==> src/design/cdq_pkg.sv <==
// ----------------------------------------------------------------------------
// cdq_pkg: shared types for the circular deque unit
// Action and status codes, and the per-cell control group.
// ----------------------------------------------------------------------------
package cdq_pkg;

  typedef enum logic [2:0] {
    ACT_PUSH_FRONT = 3'd0,
    ACT_PUSH_BACK  = 3'd1,
    ACT_PEEK_FRONT = 3'd2,
    ACT_PEEK_BACK  = 3'd3,
    ACT_POP_FRONT  = 3'd4,
    ACT_POP_BACK   = 3'd5
  } action_t;

  typedef enum logic [1:0] {
    STAT_DONE  = 2'd0,
    STAT_FULL  = 2'd1,
    STAT_EMPTY = 2'd2
  } status_t;

  typedef struct packed {
    logic shift_right;
    logic shift_left;
    logic push_back;
    logic pop_back;
  } cell_ctl_t;

endpackage

==> src/design/cdq_cell.sv <==
// ----------------------------------------------------------------------------
// cdq_cell: one deque slot
// Holds one element and its occupied bit; shifts with its neighbors and
// flags itself as the tail when it is the last occupied slot.
// ----------------------------------------------------------------------------
module cdq_cell #(
  parameter int DATA_WIDTH = 32
) (
  input  logic                  clk,
  input  logic                  rst_n,
  input  cdq_pkg::cell_ctl_t    ctl_i,
  input  logic [DATA_WIDTH-1:0] new_data_i,
  input  logic [DATA_WIDTH-1:0] left_data_i,
  input  logic                  left_valid_i,
  input  logic [DATA_WIDTH-1:0] right_data_i,
  input  logic                  right_valid_i,
  output logic [DATA_WIDTH-1:0] data_o,
  output logic                  valid_o,
  output logic [DATA_WIDTH-1:0] leaf_o
);

  logic [DATA_WIDTH-1:0] data_r, data_nxt;
  logic                  valid_r, valid_nxt;
  logic                  is_tail;

  assign is_tail = valid_r && !right_valid_i;

  always_comb begin
    data_nxt  = data_r;
    valid_nxt = valid_r;
    if (ctl_i.shift_right) begin
      data_nxt  = left_data_i;
      valid_nxt = left_valid_i;
    end else if (ctl_i.shift_left) begin
      data_nxt  = right_data_i;
      valid_nxt = right_valid_i;
    end else if (ctl_i.push_back && !valid_r && left_valid_i) begin
      data_nxt  = new_data_i;
      valid_nxt = 1'b1;
    end else if (ctl_i.pop_back && is_tail) begin
      valid_nxt = 1'b0;
    end
  end

  always_ff @(posedge clk) begin
    if (!rst_n) begin
      valid_r <= 1'b0;
    end else begin
      valid_r <= valid_nxt;
    end
  end

  always_ff @(posedge clk) begin
    data_r <= data_nxt;
  end

  assign data_o  = data_r;
  assign valid_o = valid_r;
  assign leaf_o  = is_tail ? data_r : '0;

endmodule

==> config.mk <==
export PLATFORM = sky130hd
export DESIGN_NAME = cdq_cell
export DESIGN_NICKNAME = d
export VERILOG_FILES = /design/src/design/cdq_pkg.sv /design/src/design/cdq_cell.sv
export SDC_FILE = /design/constraint.sdc
export NUM_CORES = 1
export LEC_CHECK = 0
export BUFFER_PORTS_ARGS = -buffer_cell sky130_fd_sc_hd__buf_2
export CORE_ASPECT_RATIO = 1.75
export CORE_MARGIN = 3
export CORE_UTILIZATION = 39
export CTS_BUF_LIST = sky130_fd_sc_hd__clkbuf_4 sky130_fd_sc_hd__clkbuf_8
export DETAILED_ROUTE_END_ITERATION = 16
export GPL_TIMING_DRIVEN = 0
export PLACE_DENSITY = 0.83
export SETUP_SLACK_MARGIN = 0.15
export SYNTH_ARGS = -nofsm -noshare
export SYNTH_HDL_FRONTEND = slang
export SYNTH_SLANG_ARGS = --single-unit
export TNS_END_PERCENT = 100
==> constraint.sdc <==
create_clock -name clk -period 3.1 [get_ports clk]
set_input_delay 0.31 -clock clk [delete_from_list [all_inputs] [get_ports clk]]
set_output_delay 0.31 -clock clk [all_outputs]
set_load 0.05 [all_outputs]
## Word level (Yosys, flattened, before mapping)

Index checks and enable logic that the tools add are counted.

| storage, ports and cells | value |
|---|---|
| flip-flop bits (word level) | 33 |
| output and inout port bits | 65 |

| cells by class | value |
|---|---|
| reduce and logical (&&, ||, !) cells | 8 |
| mux-type cells | 8 |

Operators with widths:

| cell | number |
|---|---|
| 32-bit 2-to-1 mux | 4 |
| 1-bit logical AND | 4 |
| 1-bit 2-to-1 mux | 4 |
| 4-bit nonzero test | 1 |
| 3-bit nonzero test | 1 |
| 1-bit zero test | 2 |

## Longest topological paths before layout

| logic depth | value |
|---|---|
| depth in word-level cells | 7 |
| gate-level depth with buffers | 4 |
| mapped depth without buffers | 3 |

## Worst setup path after synthesis

Ideal clock, no wire load.

| timing path | value |
|---|---|
| kind | reg-to-reg |
| start | register valid_r, in the netlist valid_o |
| end | register data_r[0], in the netlist data_o[0], enable pin |
| required time | 2673 ps |
| data arrival time | 2054 ps |
| setup time | 427 ps |
| clock period less this slack | 2481 ps |
| setup slack | 619 ps |
| cell stages (with the launch flop) | 2 |
| cells stage by stage | dfxtp_1 -> o21ai_1 |

| between the ends | value |
|---|---|
| cells in the longest elaborated chain, start to end | 4 |

Ends and longest elaborated chain:

| item | line | text |
|---|---|---|
| from (decl) | cdq_cell.sv:23 | `logic valid_r, valid_nxt;` |
| from (signal assigned) | cdq_cell.sv:49 | `valid_r <= valid_nxt;` |
| 1-bit zero test | cdq_cell.sv:37 | `end else if (ctl_i.push_back && !valid_r && left_valid_i) begin` |
| 1-bit logical AND (2 in a row) | cdq_cell.sv:37 |  |
| 3-bit nonzero test (no source line) | n/a |  |
| to (signal assigned) | cdq_cell.sv:54 | `data_r <= data_nxt;` |
| to (decl) | cdq_cell.sv:22 | `logic [DATA_WIDTH-1:0] data_r, data_nxt;` |

Every way passes these cells.
A chain may end at the register's enable or synchronous reset.

## Worst setup path in the final report

| timing path | value |
|---|---|
| start | register valid_r, in the netlist valid_o |
| end | output port leaf_o[29] |

| between the ends | value |
|---|---|
| cells in the longest elaborated chain, start to end | 2 |

Ends and longest elaborated chain:

| item | line | text |
|---|---|---|
| 1-bit logical AND | cdq_cell.sv:26 | `assign is_tail = valid_r && !right_valid_i;` |
| 32-bit 2-to-1 mux | cdq_cell.sv:59 | `assign leaf_o = is_tail ? data_r : '0;` |
| to (decl) | cdq_cell.sv:19 | `output logic [DATA_WIDTH-1:0] leaf_o` |

Every way passes these cells.

==> impl_metrics.prom <==
# TYPE chip_impl_metric gauge
chip_impl_metric{name="first_pass_grt_wire_length",unit="µm"} 8800
chip_impl_metric{name="worst_setup_hold_path_clk_slew",unit="ns"} 0.06
chip_impl_metric{name="sum_of_net_half_perimeters_after_detailed_placement",unit="µm"} 4960
chip_impl_info{name="cpMaxStageDelayCell",value="dfxtp_1"} 1
chip_impl_info{name="worstReg2RegEnd",value="data_o[19]$_DFFE_PP_"} 1
chip_impl_metric{name="ioPinCount",unit=""} 169
chip_impl_metric{name="grt_overflow_total",unit=""} 0
chip_impl_metric{name="firstDrtPassIters",unit=""} 4
chip_impl_metric{name="cts_buffers",unit=""} 5
chip_impl_metric{name="critical_path.max_fanout",unit=""} 10
chip_impl_metric{name="floorplan.die.width",unit="µm"} 59.7
chip_impl_metric{name="die_area",unit="µm²"} 5970
chip_impl_metric{name="cellInternalPower",unit="W"} 0.000932
chip_impl_metric{name="cts_hold_buf",unit=""} 0
chip_impl_metric{name="io_buffer_count",unit=""} 166
chip_impl_metric{name="leakage",unit="nW"} 1.62
chip_impl_metric{name="tightest_slew",unit="ns"} 0.537
chip_impl_metric{name="syn2layout_area_growth",unit="%"} 53.1
chip_impl_metric{name="vias",unit=""} 1993
chip_impl_metric{name="synth.yosys.warnings",unit=""} 0
chip_impl_info{name="rsz0062_at_grt",value="no"} 1
chip_impl_metric{name="synth.avg_cell_area",unit="µm²"} 10.6
chip_impl_metric{name="synth.lib_cells_used.distinct",unit=""} 17
chip_impl_metric{name="synth_area",unit="µm²"} 1970
chip_impl_metric{name="die_h",unit="µm"} 99.9
chip_impl_metric{name="maxSlewViolCount",unit=""} 0
chip_impl_metric{name="clock_power_share",unit="%"} 28.0
chip_impl_metric{name="final_cells",unit=""} 412
chip_impl_metric{name="postCtsSetupRepairBufs",unit=""} 0
chip_impl_metric{name="avgRoutedWirePerCell",unit="µm"} 14.5
chip_impl_metric{name="fraction_of_layout_cells_with_a_size_suffix_above_1",unit="%"} 52.5
chip_impl_metric{name="drtIter0Drc",unit=""} 42
chip_impl_info{name="hold_crit_class",value="in -> reg"} 1
chip_impl_metric{name="placement_rows",unit=""} 33
chip_impl_metric{name="max_cap_violations",unit=""} 0
chip_impl_metric{name="synthesis.nets",unit=""} 289
chip_impl_info{name="critical_path_cell_sequence",value="nor2b_2 -> buf_2 -> and2_1 -> buf_2"} 1
chip_impl_metric{name="synth_seq_cells",unit=""} 33
chip_impl_metric{name="combinationalPowerShare",unit="%"} 32.0
chip_impl_metric{name="floorplan.core_area",unit="µm²"} 4790
chip_impl_metric{name="tritoncts_num_sinks",unit=""} 33
chip_impl_metric{name="setup-violations-final",unit=""} 0
chip_impl_metric{name="peakVddDrop",unit="V"} 0.000346
chip_impl_metric{name="power-per-cell-area",unit="nW/µm²"} 470
chip_impl_metric{name="max-clock-path-buffers",unit=""} 2
chip_impl_metric{name="timing.max_slew.rel_slack",unit="%"} 64.1
chip_impl_metric{name="groute.usage.overall",unit="%"} 19.4
chip_impl_info{name="cp-startpoint",value="valid_o$_SDFFE_PN0P_"} 1
chip_impl_metric{name="critical_path.max_stage_delay",unit="ns"} 0.42
chip_impl_info{name="final_cell_mix",value="buf_2, nand2_1, and2_1, mux2i_1, edfxtp_1"} 1
chip_impl_metric{name="yosysSeqAreaShare",unit="%"} 49.9
chip_impl_metric{name="cts.repair.resized",unit=""} 0
chip_impl_metric{name="report.final.hold_viol_count",unit=""} 0
chip_impl_info{name="setup.worst_path.end_class",value="primary output"} 1
chip_impl_metric{name="p_switching",unit="W"} 0.000483
chip_impl_info{name="layout_commonest_cell",value="buf_2"} 1
chip_impl_metric{name="wirelength",unit="µm"} 5990
chip_impl_metric{name="grt_pass1_vias",unit=""} 1943
chip_impl_info{name="ctsRootBufferMaster",value="clkbuf_8"} 1
chip_impl_metric{name="nNetsFinal",unit=""} 463
chip_impl_info{name="tritoncts",value="done"} 1
chip_impl_metric{name="drt.antenna.violating_nets",unit=""} 0
chip_impl_metric{name="clock-skew-final",unit="ns"} 0.00301
chip_impl_metric{name="min_delay_path_depth",unit=""} 2
chip_impl_metric{name="reg2reg_depth",unit=""} 2
chip_impl_metric{name="seq_power_share",unit="%"} 39.9
chip_impl_metric{name="grt_max_degree",unit=""} 21
chip_impl_metric{name="antenna_cells",unit=""} 0
chip_impl_info{name="run_status",value="finished clean"} 1
chip_impl_metric{name="final_min_period_over_clock_period",unit="%"} 62.9
chip_impl_info{name="cp-start-kind",value="flop"} 1
chip_impl_metric{name="switching_share",unit="%"} 34.1
chip_impl_metric{name="placed_cells",unit=""} 404
chip_impl_info{name="holdCritStartpoint",value="rst_n"} 1
chip_impl_info{name="critical_path.most_common_cell",value="buf_2"} 1
chip_impl_metric{name="antenna_found_initial",unit=""} 0
chip_impl_metric{name="fmaxAchievable",unit="MHz"} 513
chip_impl_info{name="timing.hold.worst_endpoint",value="valid_o$_SDFFE_PN0P_"} 1
chip_impl_metric{name="timing.critical_path.required",unit="ns"} 2.79
chip_impl_metric{name="gpl.final_weighted_congestion",unit=""} 0.824
chip_impl_metric{name="initial_utilization",unit="%"} 41.1
chip_impl_metric{name="syn_inst",unit=""} 185
chip_impl_metric{name="avgViaCountPerCell",unit=""} 4.84
chip_impl_metric{name="period_needed",unit="ns"} 1.95
chip_impl_metric{name="setup-tns-final",unit="ns"} 0
chip_impl_metric{name="cts_htree_levels",unit=""} 2
chip_impl_metric{name="drc",unit=""} 0
chip_impl_info{name="worst_reg2reg_path_startpoint",value="valid_o$_SDFFE_PN0P_"} 1
chip_impl_metric{name="clk_latency",unit="ns"} 0.28
chip_impl_metric{name="timing.reg2reg.setup_slack",unit="ns"} 1.74
chip_impl_metric{name="arrival",unit="ns"} 1.64
chip_impl_info{name="kind_of_critical_path",value="reg -> out"} 1
logic make-up after synthesis:
| logic type | count (synthesis) | share of synthesized area (%) |
|---|---|---|
| AOI/OAI and AO/OA | 36 | 9.54 |
| muxes | 32 | 16.3 |
| buffers and inverters | 15 | 6.55 |
| DFF | 33 | 49.9 |
| and+or+nand+nor | 69 | 17.7 |
power by group through the flow:
stage,clock network [W],registers [W],logic (W)
2_1_floorplan,0,0.000728,0.000154
3_3_place_gp,0,0.000575,0.000444
3_5_place_dp,0,0.000575,0.000456
4_1_cts,0.000404,0.000566,0.000457
5_1_grt,0.000421,0.000570,0.000482
6_report,0.000397,0.000565,0.000453
per-layer routing:
layer	GRT usage [%]	part of all wire [%]
met1	20.0	34
met3	4.25	7.2
met5	0	0
met2	36.2	57
met4	7.51	1.9
Yosys cell counts:
cell | number | share of area, %
dfxtp_1 | 1 | 1.0
o21ai_1 | 32 | 8.1
edfxtp_1 | 32 | 49
o21ai_0 | 2 | 0.51
nor2_2 | 1 | 0.32
nor2b_1 | 1 | 0.32
buf_2 | 7 | 1.8
buf_12 | 3 | 3.1
nor2b_2 | 1 | 0.45
and2_1 | 32 | 10
a21boi_0 | 1 | 0.38
nand2_1 | 34 | 6.5
buf_6 | 2 | 1.1
o211a_1 | 1 | 0.51
mux2i_1 | 32 | 16
inv_1 | 1 | 0.19
clkbuf_1 | 2 | 0.38
flip-flops by register name, summed over array words and instances, names as in the netlist:
register / count
data_o: 32
valid_o: 1
worst max-delay path by stage:
stage,slack [ns],end
after global routing,1.03,leaf_o[29]
after floorplan,0.62,data_o[0]$_DFFE_PP_
final,1.15,leaf_o[29]
after detailed placement,1.43,leaf_o[27]
after CTS,1.12,leaf_o[27]
after global placement,0.15,data_o[15]$_DFFE_PP_
metrics by stage:
| stage | cell area, µm² | util (%) | power, W | hold slack (ns) | setup slack, ns |
|---|---|---|---|---|---|
| after floorplan | 1970 | - | 0.000882 | 0.443 | 0.619 |
| after global placement | 2860 | 59.8 | 0.00102 | 0.539 | 0.153 |
| after detailed placement | 2900 | 60.6 | 0.00103 | 0.543 | 1.43 |
| after CTS | 3010 | 62.9 | 0.00143 | 0.250 | 1.12 |
| after global routing | 3010 | 62.9 | 0.00147 | 0.258 | 1.03 |
| final | 3010 | 62.9 | 0.00142 | 0.258 | 1.15 |
final cells by class:
| class | count | area [µm²] |
|---|---|---|
| inverters | 1 | 3.75 |
| flip-flops and latches | 33 | 981 |
| fillers | 416 | 1780 |
| repair buffers | 167 | 858 |
| clock buffers | 6 | 76.3 |
| multi-input cells | 137 | 868 |
| clock inverters | 2 | 33.8 |
| well taps | 52 | 65.1 |
| plain buffers | 14 | 125 |
worst max-delay path, delay by kind of cell (launching register included):
| family | cells | cell delay [ns] |
|---|---|---|
| AND/OR/NAND/NOR | 2 | 0.44 |
| flip-flops | 1 | 0.42 |
| buffers and inverters | 2 | 0.51 |
Note: power is estimated with default switching activity, not from simulation.
